[src/rtl/lis_ram.sv]
// ----------------------------------------------------------------------------
// lis_ram
// Generic single-port synchronous RAM with a registered read.
// ----------------------------------------------------------------------------
module lis_ram #(
    parameter int WIDTH = 8,
    parameter int DEPTH = 16
) (
    input  logic                     clk,
    input  logic                     we,
    input  logic [$clog2(DEPTH)-1:0] addr,
    input  logic [WIDTH-1:0]         wdata,
    output logic [WIDTH-1:0]         rdata
);

    logic [WIDTH-1:0] mem [DEPTH];

    always_ff @(posedge clk)
    begin
        if (we)
        begin
            mem[addr] <= wdata;
        end
        rdata <= mem[addr];
    end

endmodule

[config.mk]
export PLATFORM = sky130hd
export DESIGN_NAME = lis_ram
export DESIGN_NICKNAME = d
export VERILOG_FILES = /design/src/rtl/lis_ram.sv
export SDC_FILE = /design/constraint.sdc
export NUM_CORES = 1
export LEC_CHECK = 0
export ABC_AREA = 1
export BUFFER_PORTS_ARGS = -buffer_cell sky130_fd_sc_hd__buf_2
export CAP_MARGIN = 40
export CORE_ASPECT_RATIO = 1.5
export CORE_MARGIN = 2
export CORE_UTILIZATION = 35
export CTS_CLUSTER_SIZE = 16
export DETAILED_ROUTE_END_ITERATION = 12
export MAX_ROUTING_LAYER = met4
export RECOVER_POWER = 50
export SKIP_LAST_GASP = 1
export SYNTH_ARGS = -nofsm -noshare
export SYNTH_HDL_FRONTEND = slang
export SYNTH_SLANG_ARGS = --single-unit
[constraint.sdc]
create_clock -name clk -period 1.9 [get_ports clk]
set_input_delay 0.38 -clock clk [delete_from_list [all_inputs] [get_ports clk]]
set_output_delay 0.38 -clock clk [all_outputs]
set_load 0.02 [all_outputs]
==> flow_metrics.env, run 1 <==
export IMPL_status="complete, no violations"
export IMPL_dp_slack_ns=0.0515
export IMPL_htreeDepth=4
export IMPL_rsz0062_at_grt="false"
export IMPL_die_w_um=107
export IMPL_synth_cells=548
export IMPL_port_buffers=21
export IMPL_nFillCells=1479
export IMPL_p_leak_nw=2.83
export IMPL_clkLatencyLatePin_ns=0.41
export IMPL_slew_headroom_pct=34.1
export IMPL_critPathKind="input pin to flop"
export IMPL_cts_clk_slew_worst_paths_ns=0.05
export IMPL_layout_setup_ws_ns=0.493
export IMPL_ant_nets=0
export IMPL_grt_overflow=0
export IMPL_grtUsageTotal_pct=16.0
export IMPL_boundaryPins=22
export IMPL_cp_required_ns=1.95
export IMPL_cts_repair_resize_count=0
export IMPL_viasPerCell=4.57
export IMPL_r2r_start="mem[5][7]$_DFFE_PP_"
export IMPL_hold_violations=0
export IMPL_ys_warn_count=0
export IMPL_chipHeight_um=159
export IMPL_cts_setup_buffers=0
export IMPL_placed_cells=779
export IMPL_grt_max_degree=46
export IMPL_critPathCaptureType="flop"
export IMPL_regArea_um2=4000
export IMPL_fin_skew_ns=0.00728
export IMPL_area_growth_pct=18.5
export IMPL_drive_gt1_share_pct=11.0
export IMPL_cts_root_buf="clkbuf_16"
export IMPL_start_kind="input pin"
export IMPL_drt_wl_total_mm=12.5
export IMPL_cts_hold_buf=0
export IMPL_cp_max_fo=14
export IMPL_die_area_um2=17000
export IMPL_ir_drop_uv=472
export IMPL_seq_area_frac_synth_pct=71.6
export IMPL_crit_arrival_ns=1.45
export IMPL_drc=0
export IMPL_reg2reg_depth=8
export IMPL_cts_tree="yes"
export IMPL_setup_viol=0
export IMPL_worst_slew_pin_slew_ns=0.989
export IMPL_fin_crit_sh_pct=74.0
export IMPL_powerDensity_nw_per_um2=1060
export IMPL_hold_depth=7
export IMPL_min_path_type="input pin to flop"
export IMPL_stdcell_count=811
export IMPL_dp_hpwl_mm=8.38
export IMPL_core_area_um2=15600
export IMPL_r2r_slack_ns=0.89
export IMPL_multi_input_area_um2=1390
export IMPL_final_net_count=609
export IMPL_maxCapViolations=0
export IMPL_rows=56
export IMPL_r2r_end="rdata[7]$_DFF_P_"
export IMPL_fin_crit_ns=1.41
export IMPL_cts_sinks=136
export IMPL_synth_area_per_cell_um2=10.2
export IMPL_ys_types=11
export IMPL_initial_core_util_pct=35.8
export IMPL_synth_fp_nets=562
export IMPL_cts_made_buffers=17
export IMPL_hp_start="addr[2]"
export IMPL_fmax_mhz=711
export IMPL_final_util_pct=42.4
export IMPL_firstDrtPassIters=5
export IMPL_cts_buffer_depth=2
export IMPL_antenna_found_initial=0
export IMPL_hold_end="rdata[4]$_DFF_P_"
export IMPL_setup_tns_ns=0
export IMPL_wire_per_inst_um=15.4
export IMPL_syn_area_um2=5590
export IMPL_yosys_register_bits=136
export IMPL_gp_congestion=0.917
export IMPL_finalMaxSlewViolations=0
export IMPL_drtIter0Drc=197
export IMPL_grt_pass1_vias=3671
export IMPL_grt_pass1_wl_mm=19.7
export IMPL_vias=3704
export IMPL_antenna_cells=0
-- worst max-delay path, cell delays in order --
cell,delay [ns]
buf_2,0.25
nand3_1,0.28
nor2_1,0.15
clkbuf_1,0.39
-- through the flow --
stage               instance area, µm²  hold slack [ns]  total power, mW
floorplan                         5590            0.479             3.69
global placement                  6060            0.700             3.87
detailed placement                6060            0.703             3.87
CTS                               6640            0.391             7.11
global route                      6630            0.577             7.26
finish                            6630            0.546             7.05
-- where the power goes --
group          switching [mW]  internal, mW  leakage (nW)
Clock                    1.19          2.05         0.280
Sequential             0.0212          3.36          1.22
Combinational           0.308         0.118          1.32
-- cell usage after synthesis --
cell      count  share of area [%]
edfxtp_1    128                 69
buf_2        12                1.1
nand3_1       4               0.36
clkinv_1      1              0.067
inv_2         1              0.067
dfxtp_1       8                2.9
nand2_1     346                 23
inv_1        21                1.4
clkbuf_1      3               0.20
buf_4         6               0.81
nor2_1       18                1.2
-- cells in the final DEF (no fill, tap or decap) --
cell type,n
clkinv_4,1
buf_4,25
nand2_1,346
buf_12,1
bufinv_16,3
buf_2,13
inv_2,1
clkinv_1,4
nor2_1,18
clkinvlp_4,2
clkbuf_16,17
edfxtp_1,128
nand3_1,4
clkinv_2,2
dfxtp_1,8
clkbuf_1,12
inv_1,21
inv_6,2
-- worst max-delay path by stage --
stage | slack, ns | end | startpoint
2_1_floorplan | 0.14 | mem[3][0]$_DFFE_PP_ | addr[1]
3_3_place_gp | 0.08 | mem[3][4]$_DFFE_PP_ | addr[0]
3_5_place_dp | 0.05 | mem[3][4]$_DFFE_PP_ | addr[0]
4_1_cts | 0.48 | mem[3][3]$_DFFE_PP_ | addr[0]
5_1_grt | 0.41 | mem[11][4]$_DFFE_PP_ | addr[0]
6_report | 0.49 | mem[11][4]$_DFFE_PP_ | addr[0]
-- metal layers --
metal	vias up	global-route usage [%]	part of all wire, %
met5	-	-	0
met4	0	7.67	2.8
met3	20	2.55	3.0
met2	83	27.2	53
met1	1759	18.1	41
li1	1842	-	-
-- registers in the layout, indices dropped and copies added (netlist names) --
register  count
mem         128
rdata         8
-- layout make-up --
type,instances,area share [%]
Clock inverter,13,2.30
Inverter,23,1.30
Tap cell,203,3.83
Multi-Input combinational cell,368,20.9
Clock buffer,19,6.53
Timing Repair Buffer,49,4.68
Sequential cell,136,60.4
-- cells by family after synthesis --
kind of cell	synth area share (%)
buf+inv	3.62
flops	71.6
simple gates	24.8
No activity file was read; power rests on OpenSTA's default activity.
==> run 2: changes to the inputs <==
clock period = 1.5 ns   (was 1.9 ns; I/O delays follow)
==> run 2 against run 1 <==
Highest routed layer unchanged. Register-to-register slack lost 0.41 ns. Via count shrank 0.27%. Power grew 32%. Clock skew grew 0.0069 ns. First-iteration DRC count grew 19%. Worst hold slack lost 0.076 ns. Die area is the same. Sequential share of layout area shrank 1.2 points. Sequential power grew 27%. Worst setup slack lost 0.22 ns. Flip-flop and latch count is the same.
==> flow_metrics.env, run 2 (synthesis gave the netlist of run 1 again) <==
export IMPL_status="complete, no violations"
export IMPL_dp_slack_ns=0.0701
export IMPL_maxCapViolations=0
export IMPL_drive_gt1_share_pct=12.3
export IMPL_cp_top_family="flip-flops"
export IMPL_critical_path_max_stage_delay_ns=0.34
export IMPL_slowest_stage="dfxtp_1"
export IMPL_cts_tree="yes"
export IMPL_critPathCaptureType="primary output"
export IMPL_worst_slew_pin_slew_ns=1.08
export IMPL_vias=3694
export IMPL_setup_viol=0
export IMPL_cts_hold_buf=0
export IMPL_firstDrtPassIters=7
export IMPL_fin_crit_ns=1.23
export IMPL_final_common_cell="nand2_1"
export IMPL_final_cell_mix="346 x nand2_1, 128 x edfxtp_1, 22 x buf_4"
export IMPL_largestRegisters="mem x128, rdata x8"
export IMPL_grt_pass1_wl_mm=20.2
export IMPL_antenna_cells=0
export IMPL_post_dp_cell_area_um2=6160
export IMPL_cp_max_fo=1
export IMPL_antenna_found_initial=0
export IMPL_largest_register="mem"
export IMPL_drtIter0Drc=235
export IMPL_boundaryPins=22
export IMPL_port_buffers=21
export IMPL_chipHeight_um=159
export IMPL_min_path_type="input pin to flop"
export IMPL_critPathKind="flop to primary output"
export IMPL_cts_buffer_depth=2
export IMPL_slew_headroom_pct=28.3
export IMPL_initial_core_util_pct=35.8
export IMPL_cts_repair_resize_count=0
export IMPL_crit_arrival_ns=0.93
export IMPL_core_area_um2=15600
export IMPL_drc=0
export IMPL_drt_wl_total_mm=13.0
export IMPL_ant_nets=0
export IMPL_cts_made_buffers=17
export IMPL_fin_area_um2=6760
export IMPL_htreeDepth=4
export IMPL_powerDensity_nw_per_um2=1370
export IMPL_cts_clk_slew_worst_paths_ns=0.06
export IMPL_dp_hpwl_mm=8.41
export IMPL_stdcell_count=813
export IMPL_placed_cells=781
export IMPL_fmax_mhz=813
export IMPL_cp_required_ns=1.20
export IMPL_grt_max_degree=41
export IMPL_layout_setup_ws_ns=0.271
export IMPL_largest_reg_flops=128
export IMPL_finalMaxSlewViolations=0
export IMPL_viasPerCell=4.54
export IMPL_grtUsageTotal_pct=16.6
export IMPL_p_leak_nw=2.87
export IMPL_start_kind="flop"
export IMPL_hold_violations=0
export IMPL_grt_overflow=0
export IMPL_clkLatencyLatePin_ns=0.41
export IMPL_die_w_um=107
export IMPL_ir_drop_uv=625
export IMPL_worstPathCellList="buf_2"
export IMPL_cts_setup_buffers=0
export IMPL_cts_root_buf="clkbuf_16"
export IMPL_grt_pass1_vias=3795
export IMPL_fin_skew_ns=0.0142
export IMPL_final_net_count=611
export IMPL_worst_path_buf_inv=1
export IMPL_rows=56
export IMPL_rsz0062_at_grt="false"
export IMPL_gp_congestion=0.855
export IMPL_cts_sinks=136
export IMPL_area_growth_pct=20.8
export IMPL_die_area_um2=17000
export IMPL_wire_per_inst_um=15.9
export IMPL_fin_crit_sh_pct=82.0
-- run 2: cell count changes in the layout (fill, tap and decap cells not counted), sizes merged --
cell / change
bufinv: +2
clkbuf: +1
buf: +1
inv: -2
-- run 2: per-layer routing --
metal  wire [µm]  GRT usage, %
met5           0             -
met4         318          7.97
met3         562          2.83
met2        6920          28.5
met1        5160          18.4
-- run 2: path summary, 6_finish.rpt --
check,to,cells past startpoint,startpoint,slack (ns)
setup / recovery,rdata[2],1,rdata[2]$_DFF_P_,0.27
hold / removal,rdata[3]$_DFF_P_,7,addr[2],0.47
setup reg to reg,rdata[4]$_DFF_P_,8,mem[0][4]$_DFFE_PP_,0.48
hold reg to reg,rdata[5]$_DFF_P_,8,mem[8][5]$_DFFE_PP_,0.72
-- run 2: final cells by class --
type                    instances  area, µm²
fillers                      1427       8870
flip-flops and latches        136       4000
multi-input cells             368       1400
clock buffers                  19        433
repair buffers                 51        375
well taps                     203        254
clock inverters                13        203
inverters                      23       86.3
-- run 2: where the power goes --
part	leakage, nW	switching [mW]	total (mW)	internal [mW]
sequential	1.22	0.0249	4.28	4.25
clock	0.300	1.50	4.44	2.94
combinational	1.34	0.408	0.565	0.158
-- run 2: per-stage QoR --
| step | power, mW | hold slack, ns | TNS, ns | utilization, % |
|---|---|---|---|---|
| 3_5_place_dp | 4.93 | 0.715 | 0 | 39.4 |
| 2_1_floorplan | 4.68 | 0.399 | -13.13 | - |
| 6_report | 9.28 | 0.470 | 0 | 43.2 |
| 4_1_cts | 9.37 | 0.325 | 0 | 43.5 |
| 3_3_place_gp | 4.93 | 0.699 | 0 | 39.4 |
| 5_1_grt | 9.59 | 0.513 | 0 | 43.2 |
==> run 3: changes to the inputs <==
clock period = 1.1 ns   (was 1.5 ns; I/O delays follow)
==> run 3 against run 2 <==
Flip-flop and latch count unchanged. Final area increased by 3.4%. Non-clock buffer count decreased by 2. Largest power group unchanged. Power increased by 38%. Wire length decreased by 1.3%. Via count increased by 2.8%. Final cell count decreased by 0.37%.
==> flow_metrics.env, run 3 (synthesis gave the netlist of run 1 again) <==
export IMPL_powerDensity_nw_per_um2=1830
export IMPL_min_path_type="input pin to flop"
export IMPL_r2r_start="mem[7][3]$_DFFE_PP_"
export IMPL_comb_power_share_pct=7.1
export IMPL_p_leak_nw=2.90
export IMPL_cts_sinks=136
export IMPL_drc=0
export IMPL_ir_drop_uv=917
export IMPL_boundaryPins=22
export IMPL_cp_required_ns=0.88
export IMPL_slew_headroom_pct=33.0
export IMPL_die_area_um2=17000
export IMPL_wire_per_inst_um=15.8
export IMPL_switching_share_pct=21.1
export IMPL_maxCapViolations=0
export IMPL_cp_startpoint="rdata[7]$_DFF_P_"
export IMPL_rows=56
export IMPL_cts_buffer_depth=2
export IMPL_final_util_pct=44.7
export IMPL_worstPathCellList="buf_2"
export IMPL_final_cell_mix="343 x nand2_1, 128 x edfxtp_1, 22 x buf_4"
export IMPL_hp_start="we"
export IMPL_largest_register="mem"
export IMPL_nFillCells=1431
export IMPL_fin_skew_ns=0.00969
export IMPL_dp_hpwl_mm=8.67
export IMPL_antenna_cells=0
export IMPL_ant_nets=0
export IMPL_area_growth_pct=24.9
export IMPL_final_net_count=609
export IMPL_power_switching_mw=2.71
export IMPL_vias=3796
export IMPL_intPower_mw=10.1
export IMPL_htreeDepth=4
export IMPL_firstDrtPassIters=5
export IMPL_fmax_mhz=928
export IMPL_worst_path_buf_inv=1
export IMPL_grt_overflow=0
export IMPL_cp_top_family="flip-flops"
export IMPL_grt_pass1_wl_mm=20.2
export IMPL_cts_root_buf="clkbuf_16"
export IMPL_port_buffers=21
export IMPL_drive_gt1_share_pct=16.5
export IMPL_antenna_found_initial=0
export IMPL_largestRegisters="mem x128, rdata x8"
export IMPL_hold_violations=0
export IMPL_critical_path_max_stage_delay_ns=0.30
export IMPL_chipHeight_um=159
export IMPL_dp_slack_ns=-0.319
export IMPL_core_area_um2=15600
export IMPL_grtUsageTotal_pct=16.6
export IMPL_clkPwrFrac_pct=47.3
export IMPL_cts_made_buffers=17
export IMPL_cp_max_fo=1
export IMPL_cts_tree="yes"
export IMPL_rsz0062_at_grt="true"
export IMPL_viasPerCell=4.69
export IMPL_drtIter0Drc=270
export IMPL_largest_reg_flops=128
export IMPL_regArea_um2=4010
export IMPL_finalMaxSlewViolations=0
export IMPL_fin_crit_ns=1.08
export IMPL_grt_max_degree=22
export IMPL_initial_core_util_pct=35.8
export IMPL_critPathCaptureType="primary output"
export IMPL_die_w_um=107
export IMPL_worst_slew_pin_slew_ns=1.01
export IMPL_drt_wl_total_mm=12.8
export IMPL_layout_setup_ws_ns=0.0223
export IMPL_setup_viol=0
export IMPL_start_kind="flop"
export IMPL_cts_clk_slew_worst_paths_ns=0.06
export IMPL_r2r_slack_ns=0.06
export IMPL_grt_pass1_vias=3880
export IMPL_critPathKind="flop to primary output"
export IMPL_slowest_stage="dfxtp_1"
export IMPL_multi_input_area_um2=1570
export IMPL_p_seq_share_pct=45.5
export IMPL_gp_congestion=0.903
export IMPL_status="complete, no violations"
export IMPL_crit_arrival_ns=0.86
export IMPL_cts_setup_buffers=0
export IMPL_clkLatencyLatePin_ns=0.41
export IMPL_final_common_cell="nand2_1"
export IMPL_fin_crit_sh_pct=98.0
-- run 3: per-stage QoR --
step	cell area [µm²]	hold WS [ns]	TNS [ns]	cells	total power [mW]
2_1_floorplan	5860	0.319	-5.44	548	6.46
3_3_place_gp	6390	0.604	-35.41	779	6.85
3_5_place_dp	6390	0.611	-37.21	779	6.86
4_1_cts	7030	0.179	0	810	12.9
5_1_grt	6980	0.404	0	810	13.2
6_report	6980	0.407	0	810	12.8
-- run 3: power groups by stage --
stage,registers [mW],logic (mW),clock network [mW]
after floorplan,5.97,0.483,0
after CTS,5.82,0.938,6.13
after detailed placement,5.93,0.930,0
after global routing,5.84,1.01,6.34
after global placement,5.93,0.920,0
final,5.83,0.913,6.06
-- run 3: path summary, 6_finish.rpt --
kind,to,depth (start not counted)
hold / removal,mem[6][1]$_DFFE_PP_,3
setup reg to reg,rdata[3]$_DFF_P_,8
hold reg to reg,rdata[7]$_DFF_P_,8
setup / recovery,rdata[7],1
-- run 3: area by class of cell --
| type | count | share of cell area (%) |
|---|---|---|
| flip-flops and latches | 136 | 57.4 |
| clock inverters | 13 | 2.88 |
| clock buffers | 18 | 6.14 |
| well taps | 203 | 3.64 |
| inverters | 23 | 1.59 |
| multi-input cells | 368 | 22.5 |
| repair buffers | 49 | 5.84 |
-- run 3: worst min-delay path, stage by stage --
cell	delay, ns
buf_2	0.18
nand3_4	0.15
nor2_4	0.09
-- run 3: what timing repair did --
action,CTS,global route
setup endpoints to repair,2,9
gates resized for setup,2,12
hold endpoints to repair,0,0
pin swaps,0,1
hold buffers,0,0
-- run 3: per-layer routing --
metal	wire, µm	GRT usage, %
met5	0	-
met4	357	8.50
met3	489	3.49
met2	7010	28.6
met1	4930	17.7
